<file path="src/design/urb_pkg.sv">
package urb_pkg;

  // Ring geometry
  parameter int BUF_DEPTH = 64;
  parameter int PTR_W     = $clog2(BUF_DEPTH);
  parameter int CNT_W     = PTR_W + 1;
  parameter int DATA_W    = 8;

  typedef logic [PTR_W-1:0]  ptr_t;
  typedef logic [CNT_W-1:0]  cnt_t;
  typedef logic [DATA_W-1:0] data_t;

  // Request action codes
  typedef enum logic [1:0] {
    ACT_GET       = 2'd0,
    ACT_PUT       = 2'd1,
    ACT_RX_ARRIVE = 2'd2,
    ACT_TX_EMPTY  = 2'd3
  } action_t;

  // Response status codes
  typedef enum logic [1:0] {
    ST_OK      = 2'd0,
    ST_NO_DATA = 2'd1,
    ST_FULL    = 2'd2,
    ST_NONE    = 2'd3
  } status_t;

  // Push/pop command into one ring
  typedef struct packed {
    logic  push;
    logic  pop;
    data_t wdata;
  } ring_cmd_t;

  // Occupancy flags of the transmit ring
  typedef struct packed {
    logic empty;
    logic full;
  } ring_stat_t;

  // Pointer advance with wrap at the last entry
  function automatic ptr_t ptr_next(input ptr_t p);
    ptr_t n;
    n = (p == PTR_W'(BUF_DEPTH - 1)) ? '0 : p + 1'b1;
    return n;
  endfunction

endpackage

</file>
<file path="src/design/urb_req_if.sv">
interface urb_req_if;
  logic              valid;
  logic              ready;
  urb_pkg::action_t  action;
  urb_pkg::data_t    byte_in;
  logic              rx_error;

  modport source (output valid, action, byte_in, rx_error, input ready);
  modport sink   (input valid, action, byte_in, rx_error, output ready);
endinterface

</file>
<file path="src/design/urb_rsp_if.sv">
interface urb_rsp_if;
  logic              valid;
  logic              ready;
  urb_pkg::status_t  status;
  urb_pkg::data_t    byte_out;
  logic              line_send_valid;
  urb_pkg::data_t    line_send_byte;
  logic              empty_irq_enable;

  modport source (output valid, status, byte_out, line_send_valid, line_send_byte,
                  empty_irq_enable, input ready);
  modport sink   (input valid, status, byte_out, line_send_valid, line_send_byte,
                  empty_irq_enable, output ready);
endinterface

</file>
<file path="src/design/urb_ram.sv">
module urb_ram #(
  parameter int WIDTH = 8,
  parameter int DEPTH = 64
) (
  input  logic                     clk,
  input  logic                     we,
  input  logic [$clog2(DEPTH)-1:0] waddr,
  input  logic [WIDTH-1:0]         wdata,
  input  logic                     re,
  input  logic [$clog2(DEPTH)-1:0] raddr,
  output logic [WIDTH-1:0]         rdata
);

  logic [WIDTH-1:0] mem [DEPTH];

  // One write port, one registered read port
  always_ff @(posedge clk) begin
    if (we) begin
      mem[waddr] <= wdata;
    end
    if (re) begin
      rdata <= mem[raddr];
    end
  end

endmodule

</file>
<file path="src/design/urb_rx_ring.sv">
module urb_rx_ring (
  input  logic                clk,
  input  logic                rst,
  input  urb_pkg::ring_cmd_t  cmd,
  output logic                empty,
  output urb_pkg::data_t      rdata
);

  urb_pkg::ptr_t wr_ptr;
  urb_pkg::ptr_t rd_ptr;

  // No full check: the write pointer just wraps over old entries
  assign empty = (wr_ptr == rd_ptr);

  always_ff @(posedge clk) begin
    if (rst) begin
      wr_ptr <= '0;
      rd_ptr <= '0;
    end else begin
      if (cmd.push) begin
        wr_ptr <= urb_pkg::ptr_next(wr_ptr);
      end
      if (cmd.pop) begin
        rd_ptr <= urb_pkg::ptr_next(rd_ptr);
      end
    end
  end

  urb_ram #(
    .WIDTH (urb_pkg::DATA_W),
    .DEPTH (urb_pkg::BUF_DEPTH)
  ) u_ram (
    .clk   (clk),
    .we    (cmd.push),
    .waddr (wr_ptr),
    .wdata (cmd.wdata),
    .re    (cmd.pop),
    .raddr (rd_ptr),
    .rdata (rdata)
  );

endmodule

</file>
<file path="src/design/urb_tx_ring.sv">
module urb_tx_ring (
  input  logic                clk,
  input  logic                rst,
  input  urb_pkg::ring_cmd_t  cmd,
  output urb_pkg::ring_stat_t stat,
  output urb_pkg::data_t      rdata
);

  urb_pkg::ptr_t wr_ptr;
  urb_pkg::ptr_t rd_ptr;
  urb_pkg::cnt_t count;

  // Occupancy, modulo the ring depth
  always_comb begin
    if (wr_ptr >= rd_ptr) begin
      count = urb_pkg::CNT_W'(wr_ptr) - urb_pkg::CNT_W'(rd_ptr);
    end else begin
      count = urb_pkg::CNT_W'(wr_ptr) + urb_pkg::CNT_W'(urb_pkg::BUF_DEPTH)
            - urb_pkg::CNT_W'(rd_ptr);
    end
  end

  assign stat.empty = (wr_ptr == rd_ptr);
  assign stat.full  = (count == urb_pkg::CNT_W'(urb_pkg::BUF_DEPTH - 1));

  always_ff @(posedge clk) begin
    if (rst) begin
      wr_ptr <= '0;
      rd_ptr <= '0;
    end else begin
      if (cmd.push) begin
        wr_ptr <= urb_pkg::ptr_next(wr_ptr);
      end
      if (cmd.pop) begin
        rd_ptr <= urb_pkg::ptr_next(rd_ptr);
      end
    end
  end

  urb_ram #(
    .WIDTH (urb_pkg::DATA_W),
    .DEPTH (urb_pkg::BUF_DEPTH)
  ) u_ram (
    .clk   (clk),
    .we    (cmd.push),
    .waddr (wr_ptr),
    .wdata (cmd.wdata),
    .re    (cmd.pop),
    .raddr (rd_ptr),
    .rdata (rdata)
  );

endmodule

</file>
<file path="src/design/uart_ring_buffer_pair_unit.sv">
// The response is registered and is valid in the cycle after its request is taken;
// the response register and each ring RAM's registered read port load at the same edge.
// Throughput: one transaction per cycle; a new request is taken while the
// response is taken, and stalls only while a response waits unread.
// Reset (rst, synchronous): all ring pointers zero, transmitter idle, no response
// pending; ring RAM contents are not cleared.
module uart_ring_buffer_pair_unit (
  input  logic          clk,
  input  logic          rst,
  urb_req_if.sink       req,
  urb_rsp_if.source     rsp
);

  urb_pkg::ring_cmd_t  rx_cmd;
  urb_pkg::ring_cmd_t  tx_cmd;
  logic                rx_empty;
  urb_pkg::ring_stat_t tx_stat;
  urb_pkg::data_t      rx_rdata;
  urb_pkg::data_t      tx_rdata;

  logic                accept;
  logic                tx_busy;
  logic                tx_busy_next;
  urb_pkg::status_t    status_next;
  logic                sel_rx_next;
  logic                send_direct_next;
  logic                send_queued_next;

  logic                rsp_valid;
  urb_pkg::status_t    status_r;
  logic                sel_rx;
  logic                send_direct;
  logic                send_queued;
  urb_pkg::data_t      direct_byte;

  assign req.ready = !rsp_valid || rsp.ready;
  assign accept    = req.valid && req.ready;

  // Action decode against current ring state
  always_comb begin
    rx_cmd           = '0;
    tx_cmd           = '0;
    rx_cmd.wdata     = req.byte_in;
    tx_cmd.wdata     = req.byte_in;
    tx_busy_next     = tx_busy;
    status_next      = urb_pkg::ST_NONE;
    sel_rx_next      = 1'b0;
    send_direct_next = 1'b0;
    send_queued_next = 1'b0;
    unique case (req.action)
      urb_pkg::ACT_GET: begin
        if (rx_empty) begin
          status_next = urb_pkg::ST_NO_DATA;
        end else begin
          status_next = urb_pkg::ST_OK;
          rx_cmd.pop  = accept;
          sel_rx_next = 1'b1;
        end
      end
      urb_pkg::ACT_PUT: begin
        if (tx_stat.full) begin
          status_next = urb_pkg::ST_FULL;
        end else begin
          status_next = urb_pkg::ST_OK;
          if (tx_busy) begin
            tx_cmd.push = accept;
          end else begin
            send_direct_next = 1'b1;
            tx_busy_next     = 1'b1;
          end
        end
      end
      urb_pkg::ACT_RX_ARRIVE: begin
        rx_cmd.push = accept && !req.rx_error;
      end
      urb_pkg::ACT_TX_EMPTY: begin
        if (tx_stat.empty) begin
          tx_busy_next = 1'b0;
        end else begin
          tx_cmd.pop       = accept;
          send_queued_next = 1'b1;
        end
      end
      default: begin
        status_next = urb_pkg::ST_NONE;
      end
    endcase
  end

  // Control state
  always_ff @(posedge clk) begin
    if (rst) begin
      rsp_valid <= 1'b0;
      tx_busy   <= 1'b0;
    end else begin
      if (accept) begin
        rsp_valid <= 1'b1;
        tx_busy   <= tx_busy_next;
      end else if (rsp.ready) begin
        rsp_valid <= 1'b0;
      end
    end
  end

  // Response payload register
  always_ff @(posedge clk) begin
    if (accept) begin
      status_r    <= status_next;
      sel_rx      <= sel_rx_next;
      send_direct <= send_direct_next;
      send_queued <= send_queued_next;
      direct_byte <= req.byte_in;
    end
  end

  urb_rx_ring u_rx (
    .clk   (clk),
    .rst   (rst),
    .cmd   (rx_cmd),
    .empty (rx_empty),
    .rdata (rx_rdata)
  );

  urb_tx_ring u_tx (
    .clk   (clk),
    .rst   (rst),
    .cmd   (tx_cmd),
    .stat  (tx_stat),
    .rdata (tx_rdata)
  );

  // Response outputs; RAM read data is held until the next transaction
  assign rsp.valid            = rsp_valid;
  assign rsp.status           = status_r;
  assign rsp.byte_out         = sel_rx ? rx_rdata : '0;
  assign rsp.line_send_valid  = send_direct || send_queued;
  assign rsp.line_send_byte   = send_direct ? direct_byte :
                                send_queued ? tx_rdata : '0;
  assign rsp.empty_irq_enable = tx_busy;

  // Checks
  a_send_implies_busy: assert property (@(posedge clk) disable iff (rst)
    rsp_valid && rsp.line_send_valid |-> tx_busy)
    else $error("byte sent while transmitter marked idle");

  a_empty_get_no_data: assert property (@(posedge clk) disable iff (rst)
    accept && req.action == urb_pkg::ACT_GET && rx_empty
    |=> rsp.status == urb_pkg::ST_NO_DATA)
    else $error("get on empty receive ring did not report no data");

  a_tx_no_overflow: assert property (@(posedge clk) disable iff (rst)
    !(tx_cmd.push && tx_stat.full))
    else $error("push into full transmit ring");

  a_pop_needs_data: assert property (@(posedge clk) disable iff (rst)
    !(tx_cmd.pop && tx_stat.empty) && !(rx_cmd.pop && rx_empty))
    else $error("pop from empty ring");

endmodule

</file>
<file path="src/flat_wrapper.sv">
// flat-port wrapper written by rule: the top's interface ports become plain ports
module uart_ring_buffer_pair_unit_flat 
  (clk, rst, req_valid, req_action, req_byte_in, req_rx_error, req_ready, rsp_valid, rsp_status, rsp_byte_out, rsp_line_send_valid, rsp_line_send_byte, rsp_empty_irq_enable, rsp_ready);
  urb_req_if req_i ();
  urb_rsp_if rsp_i ();
  input  logic clk;
  input  logic rst;
  input wire logic [$bits(req_i.valid)-1:0] req_valid;
  input wire logic [$bits(req_i.action)-1:0] req_action;
  input wire logic [$bits(req_i.byte_in)-1:0] req_byte_in;
  input wire logic [$bits(req_i.rx_error)-1:0] req_rx_error;
  output wire logic [$bits(req_i.ready)-1:0] req_ready;
  output wire logic [$bits(rsp_i.valid)-1:0] rsp_valid;
  output wire logic [$bits(rsp_i.status)-1:0] rsp_status;
  output wire logic [$bits(rsp_i.byte_out)-1:0] rsp_byte_out;
  output wire logic [$bits(rsp_i.line_send_valid)-1:0] rsp_line_send_valid;
  output wire logic [$bits(rsp_i.line_send_byte)-1:0] rsp_line_send_byte;
  output wire logic [$bits(rsp_i.empty_irq_enable)-1:0] rsp_empty_irq_enable;
  input wire logic [$bits(rsp_i.ready)-1:0] rsp_ready;
  assign req_i.valid = req_valid;
  assign req_i.action = req_action;
  assign req_i.byte_in = req_byte_in;
  assign req_i.rx_error = req_rx_error;
  assign req_ready = req_i.ready;
  assign rsp_valid = rsp_i.valid;
  assign rsp_status = rsp_i.status;
  assign rsp_byte_out = rsp_i.byte_out;
  assign rsp_line_send_valid = rsp_i.line_send_valid;
  assign rsp_line_send_byte = rsp_i.line_send_byte;
  assign rsp_empty_irq_enable = rsp_i.empty_irq_enable;
  assign rsp_i.ready = rsp_ready;
  uart_ring_buffer_pair_unit u_core (.clk(clk), .rst(rst), .req(req_i), .rsp(rsp_i));
endmodule
</file>
<file path="config.mk">
export PLATFORM = sky130hd
export DESIGN_NAME = uart_ring_buffer_pair_unit_flat
export DESIGN_NICKNAME = d
export VERILOG_FILES = /design/src/design/urb_pkg.sv /design/src/design/urb_req_if.sv /design/src/design/urb_rsp_if.sv /design/src/design/urb_ram.sv /design/src/design/urb_rx_ring.sv /design/src/design/urb_tx_ring.sv /design/src/design/uart_ring_buffer_pair_unit.sv /design/src/flat_wrapper.sv
export SDC_FILE = /design/constraint.sdc
export NUM_CORES = 1
export LEC_CHECK = 0
export CAP_MARGIN = 20
export CELL_PAD_IN_SITES_DETAIL_PLACEMENT = 0
export CELL_PAD_IN_SITES_GLOBAL_PLACEMENT = 1
export CORE_MARGIN = 3
export CORE_UTILIZATION = 30
export DETAILED_ROUTE_END_ITERATION = 8
export DONT_BUFFER_PORTS = 1
export PLACE_DENSITY_LB_ADDON = 0.1
export SKIP_CTS_REPAIR_TIMING = 1
export SYNTH_ARGS = -nofsm -noshare
export SYNTH_HDL_FRONTEND = slang
export SYNTH_SLANG_ARGS = --single-unit
</file>
<file path="constraint.sdc">
create_clock -name clk -period 5.8 [get_ports clk]
set_input_delay 1.16 -clock clk [delete_from_list [all_inputs] [get_ports clk]]
set_output_delay 1.16 -clock clk [all_outputs]
set_load 0.02 [all_outputs]
</file>
==> out/qor.yml, run 1 <==
layout:
  multi_input_area_sq_um: 9681
  final_util: 0.3474
  antennaDiodeCount: 0
  final_cell_mix: "1053 x edfxtp_1, 208 x mux4_2, 174 x nor2_1, 125 x mux2i_1, 120 x clkbuf_16"
  syn_to_final_growth_pct: 14.62
  fill_cells: 13112
  final_common_cell: "edfxtp_1"
  nNetsFinal: 2293
  regArea_sq_um: 32160
  drive_gt1_frac: 0.2063
pwr:
  ir_drop_v: 0.0002393
  power.density_nw_per_um2: 331.5
  leakage_nw: 14.30
clock_tree:
  cts_buffers: 118
  cts_sinks: 1079
  clock_latency_ns: 0.73
  htree_levels: 3
  cts_tree: "yes"
  clk_pin_slew_ns: 0.06
  cts_root_buffer: "clkbuf_16"
  clk_path_buf_depth: 3
hold_path:
  min_path_type: "input port to register"
  min_from: "rst"
sta:
  whs_ns: 0.5186
  fin_skew_ns: 0.03256
  period_share: 0.7145
  final.setup.tns_ns: 0
  worst_slew_pin_slew_ns: 1.104
  setup_viol: 0
  fmax_mhz: 241.3
  finalCriticalPeriod_ns: 4.144
  relSlewSlack: 0.2615
  rsz0062_at_grt: "no"
  report.final.slew_viol_count: 0
  hold_violations: 0
critical_path:
  critPathKind: "register to register"
  cpMaxStageDelayCell: "dfxtp_4"
  r2r-end: "u_core.u_tx.u_ram.mem[28][4]$_DFFE_PP_"
  worstPathCellList: "inv_1 -> ha_1 -> nor2b_1 -> o21a_1 -> or3_1 -> nand3_1 -> nand4b_1 -> buf_4 -> nor2_1"
  max_stage_delay_ns: 0.59
  rr_worst_depth: 9
  r2r_setup_slack_ns: 1.66
  critPathCaptureType: "register"
  r2r_start: "u_core.u_tx.rd_ptr[1]$_SDFFE_PP0P_"
  worstPathArrival_ns: 4.48
  crit_path_end: "u_core.u_tx.u_ram.mem[28][4]$_DFFE_PP_"
  cp.required_ns: 6.14
  crit_start: "u_core.u_tx.rd_ptr[1]$_SDFFE_PP0P_"
  cp-start-kind: "register"
  critPathMaxFanout: 22
grt:
  overflow: 0
  grt_use_met1: 0.2216
  grt_pass1_vias: 21973
  grt_pass1_wl_mm: 173.5
  track_usage: 0.1664
  top_usage_layer: "met2"
  grt_max_degree: 130
  gr-usage-met2: 0.2797
  antenna_found_initial: 1
  grtUsageMet3: 0.03419
drt:
  wire_per_inst_microns: 28.75
  viasPerCell: 4.965
  first_pass_iters: 5
  drt-initial-drc-count: 1585
  routed-via-count: 21081
  wl_mm: 122.1
  drc: 0
  final_antenna_net_count: 0
synth:
  ys_types: 64
  syn_area_sq_um: 42450
  synth.area.top_cells: "edfxtp_1 74%, mux4_2 11%, mux2i_1 2.9%"
  synth_top_area_frac: 0.7449
  syn_avg_cell_area_sq_um: 19.22
  synth_top_area_cell: "edfxtp_1"
  async_reset_ff_frac: 0
  synth_seq_cells: 1079
  ys_seq_area_frac: 0.7572
  yosys_most_used_dff: "edfxtp_1"
  netlist_instances: 2209
  synth_nets: 2235
  synth_edf_count: 1053
  ys.warnings.count: 0
flow_run:
  cap_viol_max_count: 0
floorplanning:
  rows: 137
  die_area_sq_um: 146000
  io_pins: 37
  fp.dieH_microns: 382.2
  die_x_microns: 382.2
  coreArea_sq_um: 140000
  start_util: 0.3031
placement:
  io_buffers: 0
  hpwlAfterDp_mm: 74.22
  gp_congestion: 0.7621
status:
  status: "finished, final reports clean"
-- metal layers --
layer / up-vias / wire length, microns
met5: - / 0
li1: 9137 / -
met4: 0 / 2650
met2: 545 / 60420
met1: 11240 / 53030
met3: 159 / 5988
-- synthesized netlist by cell type, types with 3 or more instances --
cell type,n
a211oi_1,21
a21oi_1,40
a221oi_1,4
a22o_1,11
a22oi_1,26
a31oi_1,9
a32o_1,6
a32oi_1,3
and2_1,12
and3_1,8
and4_1,3
buf_1,13
buf_2,50
buf_4,11
clkbuf_1,50
dfxtp_1,26
edfxtp_1,1053
ha_1,10
inv_1,10
mux2_2,6
mux2i_1,125
mux4_2,208
nand2_1,90
nand2b_1,4
nand3_1,46
nand3b_1,11
nand4_1,15
nand4b_1,6
nor2_1,175
nor2_2,8
nor2b_1,15
nor3_1,8
o2111ai_1,3
o211ai_1,6
o21ai_0,23
o221ai_1,11
o22ai_1,21
or3_1,4
or3b_2,4
xnor2_1,12
xor2_1,9
-- worst min path at each step --
stage,cells past startpoint,to
floorplan,2,u_core.u_tx.wr_ptr[0]$_SDFFE_PP0P_
global placement,2,u_core.u_tx.wr_ptr[0]$_SDFFE_PP0P_
detailed placement,2,u_core.u_tx.wr_ptr[0]$_SDFFE_PP0P_
CTS,1,u_core.u_rx.rd_ptr[0]$_SDFFE_PP0P_
global route,1,u_core.u_rx.rd_ptr[0]$_SDFFE_PP0P_
finish,1,u_core.u_rx.rd_ptr[4]$_SDFFE_PP0P_
-- power by group --
part / switching, mW / leakage [nW] / internal (mW)
sequential: 0.0108 / 9.69 / 8.55
clock: 3.15 / 1.89 / 4.35
combinational: 0.0460 / 2.72 / 0.0190
-- kinds of logic (layout without fill, tap and decap cells) --
logic type / Yosys count / count (layout) / share of synthesized area
flops: 1079 / 1079 / 0.7572
xor+xnor: 21 / 21 / 0.004333
mux: 339 / 339 / 0.1414
compound gates: 199 / 199 / 0.03228
buf+inv: 139 / 300 / 0.01509
fa+ha+maj: 11 / 11 / 0.003419
simple gates: 421 / 421 / 0.04631
-- per-stage QoR --
| step | cells | total power [mW] | cell area, sq um | worst slack (ns) |
|---|---|---|---|---|
| 5_1_grt | 4246 | 16.67 | 48650 | 1.322 |
| 6_report | 4246 | 16.13 | 48650 | 1.656 |
| 4_1_cts | 4244 | 16.36 | 48630 | 1.595 |
| 3_3_place_gp | 4020 | 8.793 | 44720 | 1.270 |
| 3_5_place_dp | 4021 | 8.793 | 44740 | 1.260 |
| 2_1_floorplan | 2209 | 8.772 | 42450 | 2.057 |
-- worst max-delay path, delay by kind of cell (launching register included) --
family | cells | cell delay [ns]
AND/OR/NAND/NOR | 5 | 2.02
buffers and inverters | 2 | 0.62
flip-flops | 1 | 0.59
adder cells (fa/ha/maj) | 1 | 0.35
AO/OA/AOI/OAI | 1 | 0.17
-- state kept, by name, indices dropped and copies added (netlist names) --
signal and flops:
u_core.u_tx.u_ram.rdata 8, u_core.sel_rx 1, u_core.u_tx.rd_ptr 6, u_core.rsp.valid 1
u_core.u_rx.u_ram.mem 512, u_core.u_rx.wr_ptr 6, u_core.u_rx.rd_ptr 6, u_core.rsp.empty_irq_enable 1
u_core.send_queued 1, u_core.rsp.status 2, u_core.u_tx.u_ram.mem 512, u_core.direct_byte 8
u_core.u_tx.wr_ptr 6, u_core.send_direct 1, u_core.u_rx.u_ram.rdata 8
-- cell type report --
| cell class | instances | area share |
|---|---|---|
| sequential | 1079 | 0.6611 |
| timing repair buffer | 64 | 0.01062 |
| clock buffer | 143 | 0.06452 |
| tap | 1876 | 0.04824 |
| multi-input combinational | 991 | 0.1990 |
| clock inverter | 80 | 0.01556 |
| inverter | 13 | 0.001003 |
Power figures use the tool's default switching activity.
==> inputs of run 2 (changes only) <==
==> constraint.sdc (replaced) <==
create_clock -name clk -period 4.15 [get_ports clk]
set_input_delay 0.83 -clock clk [delete_from_list [all_inputs] [get_ports clk]]
set_output_delay 0.83 -clock clk [all_outputs]
set_load 0.02 [all_outputs]
==> run 2 against run 1 <==
Against the previous run: die area did not move; sequential cell count stayed put; clock skew fell by 0.0024 ns; routed wire length decreased by 0.46%; register-to-register slack worse by 0.85 ns; via count rose by 0.60%; setup slack worse by 0.85 ns; critical path depth is 2 lower; final cell count increased by 1.2%.
==> out/qor.yml, run 2 (synthesis gave the netlist of run 1 again) <==
status:
  status: "finished, final reports clean"  # unchanged
grt:
  grt_pass1_wl_mm: 172.1  # was 173.5 mm
  grt_pass1_vias: 22480  # was 21973
  track_usage: 0.1656  # was 0.1664
  overflow: 0  # unchanged
  antenna_found_initial: 1  # unchanged
  grt_max_degree: 130  # unchanged
sta:
  finalCriticalPeriod_ns: 3.344  # was 4.144 ns
  worst_slew_pin_slew_ns: 0.9510  # was 1.104 ns
  fmax_mhz: 299.0  # was 241.3 MHz
  final.setup.tns_ns: 0  # unchanged
  setup_viol: 0  # unchanged
  relSlewSlack: 0.3579  # was 0.2615
  whs_ns: 0.1822  # was 0.5186 ns
  report.final.slew_viol_count: 0  # unchanged
  rsz0062_at_grt: "no"  # unchanged
  period_share: 0.8059  # was 0.7145
  hold_violations: 0  # unchanged
  fin_skew_ns: 0.03012  # was 0.03256 ns
layout:
  final_cell_mix: "1053 x edfxtp_1, 208 x mux4_2, 175 x nor2_1, 125 x mux2i_1, 119 x clkbuf_16"  # was 1053 x edfxtp_1, 208 x mux4_2, 174 x nor2_1, 125 x mux2i_1, 120 x clkbuf_16
  drive_gt1_frac: 0.2180  # was 0.2063
  syn_to_final_growth_pct: 15.64  # was 14.62%
  reg_top3: "u_core.u_rx.u_ram.mem x512, u_core.u_tx.u_ram.mem x512"  # unchanged
  nNetsFinal: 2351  # was 2293
  antennaDiodeCount: 0  # unchanged
  final_common_cell: "edfxtp_1"  # unchanged
critical_path:
  crit_start: "u_core.u_tx.wr_ptr[1]$_SDFFE_PP0P_"  # was u_core.u_tx.rd_ptr[1]$_SDFFE_PP0P_
  crit_buf_inv: 0  # was 2
  cpMaxStageDelayCell: "or4_4"  # was dfxtp_4
  r2r-end: "u_core.u_tx.u_ram.mem[5][3]$_DFFE_PP_"  # was u_core.u_tx.u_ram.mem[28][4]$_DFFE_PP_
  cp.required_ns: 4.51  # was 6.14 ns
  r2r_start: "u_core.u_tx.wr_ptr[1]$_SDFFE_PP0P_"  # was u_core.u_tx.rd_ptr[1]$_SDFFE_PP0P_
  cp-start-kind: "register"  # unchanged
  rr_worst_depth: 7  # was 9
  critPathKind: "register to register"  # unchanged
  crit_path_end: "u_core.u_tx.u_ram.mem[5][3]$_DFFE_PP_"  # was u_core.u_tx.u_ram.mem[28][4]$_DFFE_PP_
  max_stage_delay_ns: 0.73  # was 0.59 ns
  path_delay_family: "simple AND/OR/NAND/NOR gates"  # unchanged
  critPathCaptureType: "register"  # unchanged
  worstPathArrival_ns: 3.70  # was 4.48 ns
  worstPathCellList: "ha_1 -> nor2b_1 -> o21a_1 -> or3_1 -> and3_1 -> or4_4 -> nor2_2"  # was inv_1 -> ha_1 -> nor2b_1 -> o21a_1 -> or3_1 -> nand3_1 -> nand4b_1 -> buf_4 -> nor2_1
  r2r_setup_slack_ns: 0.81  # was 1.66 ns
  critPathMaxFanout: 12  # was 22
  cp.depth: 7  # was 9
clock_tree:
  clock_latency_ns: 0.71  # was 0.73 ns
  htree_levels: 3  # unchanged
  cts_tree: "yes"  # unchanged
  cts_root_buffer: "clkbuf_16"  # unchanged
  clk_path_buf_depth: 3  # unchanged
  cts_sinks: 1079  # unchanged
  cts_buffers: 117  # was 118
  clk_pin_slew_ns: 0.06  # about the same
pwr:
  leakage_nw: 14.58  # was 14.30 nW
  power.density_nw_per_um2: 457.9  # was 331.5 nW/um^2
  ir_drop_v: 0.0003424  # was 0.0002393 V
floorplanning:
  start_util: 0.3031  # unchanged
  rows: 137  # unchanged
  die_x_microns: 382.2  # unchanged
  fp.dieH_microns: 382.2  # unchanged
  die_area_sq_um: 146000  # unchanged
  coreArea_sq_um: 140000  # unchanged
  io_pins: 37  # unchanged
drt:
  drc: 0  # unchanged
  routed-via-count: 21207  # was 21081
  wl_mm: 121.5  # was 122.1 mm
  wire_per_inst_microns: 28.27  # was 28.75 microns
  final_antenna_net_count: 0  # unchanged
  viasPerCell: 4.934  # was 4.965
  drt-initial-drc-count: 1519  # was 1585
  first_pass_iters: 5  # unchanged
placement:
  gp_congestion: 0.7804  # was 0.7621
  io_buffers: 0  # unchanged
  hpwlAfterDp_mm: 74.32  # was 74.22 mm
hold_path:
  min_path_type: "input port to register"  # unchanged
flow_run:
  cap_viol_max_count: 0  # unchanged
run 2: cell count changes in the layout (fill, tap and decap cells not counted), moves of 4 or more:
cell and change:
clkinv_2 -11, buf_4 +57, bufinv_16 +4, buf_12 +5
clkbuf_8 -5, clkinvlp_4 -6, clkinv_1 +14
run 2: layout make-up:
class / count / area, sq um
clock buffers: 134 / 3034
clock inverters: 82 / 808.3
fillers: 13126 / 90960
inverters: 13 / 48.80
multi-input cells: 991 / 9676
flip-flops and latches: 1079 / 32160
well taps: 1876 / 2347
repair buffers: 123 / 1011
run 2: worst min-delay path by stage:
stage                     cells after the start                                 end  slack [ns]                               start
after global routing                          1       u_core.rsp.valid$_SDFFE_PP0P_        0.12                                 rst
after CTS                                     1       u_core.rsp.valid$_SDFFE_PP0P_         0.1                                 rst
after global placement                        2  u_core.u_tx.wr_ptr[0]$_SDFFE_PP0P_        0.57  u_core.u_tx.wr_ptr[0]$_SDFFE_PP0P_
after floorplan                               2  u_core.u_tx.wr_ptr[0]$_SDFFE_PP0P_        0.52  u_core.u_tx.wr_ptr[0]$_SDFFE_PP0P_
final                                         1       u_core.rsp.valid$_SDFFE_PP0P_        0.18                                 rst
after detailed placement                      2  u_core.u_tx.wr_ptr[0]$_SDFFE_PP0P_        0.58  u_core.u_tx.wr_ptr[0]$_SDFFE_PP0P_
run 2: per-stage QoR:
| step | util | total power [mW] | cell area [sq um] | worst slack [ns] | cells |
|---|---|---|---|---|---|
| 2_1_floorplan | - | 12.26 | 42450 | 0.7286 | 2209 |
| 3_3_place_gp | 0.3231 | 12.29 | 45250 | 0.6645 | 4082 |
| 3_5_place_dp | 0.3231 | 12.29 | 45250 | 0.6498 | 4082 |
| 4_1_cts | 0.3505 | 22.82 | 49090 | 0.7844 | 4298 |
| 5_1_grt | 0.3505 | 23.24 | 49090 | 0.5906 | 4298 |
| 6_report | 0.3505 | 22.48 | 49090 | 0.8056 | 4298 |
run 2: where the power goes:
group          internal, mW  switching (mW)  leakage (nW)
sequential             12.0          0.0154          9.69
combinational        0.0289          0.0611          3.04
clock                  6.14            4.28          1.86
run 2: per-layer routing:
| metal | wire (microns) | vias to the layer above | share of wire | GRT usage |
|---|---|---|---|---|
| met5 | 0 | - | 0 | 0 |
| met2 | 60410 | 541 | 0.50 | 0.2799 |
| met4 | 4196 | 0 | 0.035 | 0.05640 |
| met1 | 51290 | 11253 | 0.42 | 0.2142 |
| li1 | - | 9227 | - | - |
| met3 | 5618 | 186 | 0.046 | 0.03066 |
==> inputs of run 3 (changes only) <==
==> constraint.sdc (replaced) <==
create_clock -name clk -period 2.9 [get_ports clk]
set_input_delay 0.58 -clock clk [delete_from_list [all_inputs] [get_ports clk]]
set_output_delay 0.58 -clock clk [all_outputs]
set_load 0.02 [all_outputs]
==> run 3 against run 2 <==
Against the previous run: sequential power is 43% higher; register-to-register slack got worse by 0.73 ns; clock skew fell by 0.013 ns; highest routed layer unchanged; utilization up 1.2 points; via count is 2.1% higher; sequential cell count unchanged; sequential share of layout area is 2.2 points lower; largest cell class unchanged; global-route usage shrank 0.28 points; final area is 3.4% higher; hold slack got worse by 0.12 ns.
==> out/qor.yml, run 3 (synthesis gave the netlist of run 1 again) <==
floorplanning:
  die_area_sq_um: 146000  # unchanged
  rows: 137  # unchanged
  start_util: 0.3031  # unchanged
  die_x_microns: 382.2  # unchanged
  fp.dieH_microns: 382.2  # unchanged
  io_pins: 37  # unchanged
  coreArea_sq_um: 140000  # unchanged
sta:
  finalCriticalPeriod_ns: 2.822  # was 3.344 ns
  report.final.slew_viol_count: 0  # unchanged
  period_share: 0.9731  # was 0.8059
  hold_violations: 0  # unchanged
  final.setup.tns_ns: 0  # unchanged
  worst_slew_pin_slew_ns: 1.052  # was 0.9510 ns
  rsz0062_at_grt: "yes"  # was no
  fin_skew_ns: 0.01712  # was 0.03012 ns
  relSlewSlack: 0.2962  # was 0.3579
  fmax_mhz: 354.4  # was 299.0 MHz
  setup_viol: 0  # unchanged
clock_tree:
  cts_buffers: 121  # was 117
  cts_sinks: 1079  # unchanged
  htree_levels: 3  # unchanged
  clk_path_buf_depth: 3  # unchanged
  cts_root_buffer: "clkbuf_16"  # unchanged
  clock_latency_ns: 0.72  # was 0.71 ns
  cts_tree: "yes"  # unchanged
  clk_pin_slew_ns: 0.06  # about the same
critical_path:
  worstPathCellList: "buf_4 -> buf_4 -> mux4_2 -> a22oi_1 -> nand3_1 -> a22o_1"  # was ha_1 -> nor2b_1 -> o21a_1 -> or3_1 -> and3_1 -> or4_4 -> nor2_2
  r2r_setup_slack_ns: 0.08  # was 0.81 ns
  crit_start: "u_core.u_tx.rd_ptr[2]$_SDFFE_PP0P_"  # was u_core.u_tx.wr_ptr[1]$_SDFFE_PP0P_
  r2r-end: "u_core.u_tx.u_ram.rdata[0]$_DFFE_PP_"  # was u_core.u_tx.u_ram.mem[5][3]$_DFFE_PP_
  cp.required_ns: 3.36  # was 4.51 ns
  critPathCaptureType: "register"  # unchanged
  critPathMaxFanout: 30  # was 12
  r2r_start: "u_core.u_tx.rd_ptr[2]$_SDFFE_PP0P_"  # was u_core.u_tx.wr_ptr[1]$_SDFFE_PP0P_
  worstPathArrival_ns: 3.28  # was 3.70 ns
  critPathKind: "register to register"  # unchanged
  cp-start-kind: "register"  # unchanged
  cp_common_cell: "buf_4"
  rr_worst_depth: 6  # was 7
  cpMaxStageDelayCell: "buf_4"  # was or4_4
  max_stage_delay_ns: 0.49  # was 0.73 ns
layout:
  stdcell_count: 4425  # was 4298
  nNetsFinal: 2473  # was 2351
  reg_top3: "u_core.u_rx.u_ram.mem x512, u_core.u_tx.u_ram.mem x512"  # unchanged
  final_cell_mix: "1053 x edfxtp_1, 208 x mux4_2, 194 x buf_4, 125 x mux2i_1, 123 x clkbuf_16"  # was 1053 x edfxtp_1, 208 x mux4_2, 175 x nor2_1, 125 x mux2i_1, 119 x clkbuf_16
  drive_gt1_frac: 0.2760  # was 0.2180
  fill_cells: 13015  # was 13126
  final_common_cell: "edfxtp_1"  # unchanged
  syn_to_final_growth_pct: 19.57  # was 15.64%
hold_path:
  min_path_type: "input port to register"  # unchanged
  whs_path_depth: 2  # was 1
  hold_path_end: "u_core.rsp.empty_irq_enable$_SDFFE_PP0P_"  # was u_core.rsp.valid$_SDFFE_PP0P_
  min_from: "req_action[1]"  # was rst
drt:
  routed-via-count: 21655  # was 21207
  drt-initial-drc-count: 1713  # was 1519
  first_pass_iters: 7  # was 5
  final_antenna_net_count: 0  # unchanged
  drc: 0  # unchanged
  viasPerCell: 4.894  # was 4.934
  wire_per_inst_microns: 27.98  # was 28.27 microns
  wl_mm: 123.8  # was 121.5 mm
grt:
  track_usage: 0.1627  # was 0.1656
  grt_max_degree: 130  # unchanged
  antenna_found_initial: 7  # was 1
  grt_pass1_wl_mm: 170.3  # was 172.1 mm
  grt_pass1_vias: 22738  # was 22480
  overflow: 0  # unchanged
flow_run:
  cap_viol_max_count: 0  # unchanged
placement:
  gp_congestion: 0.8035  # was 0.7804
  dp_cells: 4172  # was 4082
  io_buffers: 0  # unchanged
  hpwlAfterDp_mm: 75.06  # was 74.32 mm
pwr:
  ir_drop_v: 0.0004634  # was 0.0003424 V
  leakage_nw: 15.38  # was 14.58 nW
  power.density_nw_per_um2: 647.4  # was 457.9 nW/um^2
status:
  status: "finished, final reports clean"  # unchanged
run 3: report_power, final:
part | internal, mW | switching, mW
Clock | 9.16 | 6.20
Sequential | 17.1 | 0.0147
Combinational | 0.104 | 0.271
Total | 26.4 | 6.49
run 3: area by class of cell:
cell class	instances	area, sq um	share of cell area
diodes	2	5.005	0.00009860
well taps	1876	2347	0.04624
clock buffers	147	3208	0.06320
repair buffers	241	2262	0.04457
flip-flops and latches	1079	32160	0.6337
clock inverters	76	790.8	0.01558
multi-input cells	991	9926	0.1956
inverters	13	53.80	0.001060
run 3: metrics by stage:
step	power [mW]	area [sq um]	utilization	hold WS, ns	setup WS, ns
floorplan	17.54	42640	-	0.5246	-0.1148
global placement	17.60	46170	0.3297	0.6218	-0.1317
detailed placement	17.60	46170	0.3297	0.6359	-0.1418
CTS	33.09	50170	0.3582	-0.1490	-0.1735
global route	34.02	50750	0.3624	-0.001646	-0.004050
finish	32.86	50760	0.3624	0.06583	0.07801
run 3: how the worst max path moves through the flow:
stage | to | slack [ns] | cells after the start
after floorplan | u_core.u_tx.u_ram.mem[0][0]$_DFFE_PP_ | -0.11 | 11
after global placement | u_core.u_tx.u_ram.mem[62][1]$_DFFE_PP_ | -0.13 | 9
after detailed placement | u_core.u_tx.u_ram.mem[62][0]$_DFFE_PP_ | -0.14 | 11
after CTS | u_core.u_tx.u_ram.mem[62][2]$_DFFE_PP_ | -0.17 | 9
after global routing | u_core.u_tx.u_ram.mem[24][4]$_DFFE_PP_ | -0.004 | 13
final | u_core.u_tx.u_ram.rdata[0]$_DFFE_PP_ | 0.08 | 6
run 3: layer usage:
metal,vias to the layer above,global-route usage,share of wire
met1,11459,0.2121,0.43
met4,0,0.04938,0.030
li1,9495,-,-
met3,180,0.03084,0.047
met5,-,0,0
met2,521,0.2757,0.50
run 3: critical path: cells and delay by family (launching register included):
kind / cells / cell delay [ns]
AO/OA/AOI/OAI: 2 / 0.57
buffers and inverters: 2 / 0.82
flip-flops: 1 / 0.37
multiplexers: 1 / 0.44
AND/OR/NAND/NOR: 1 / 0.30
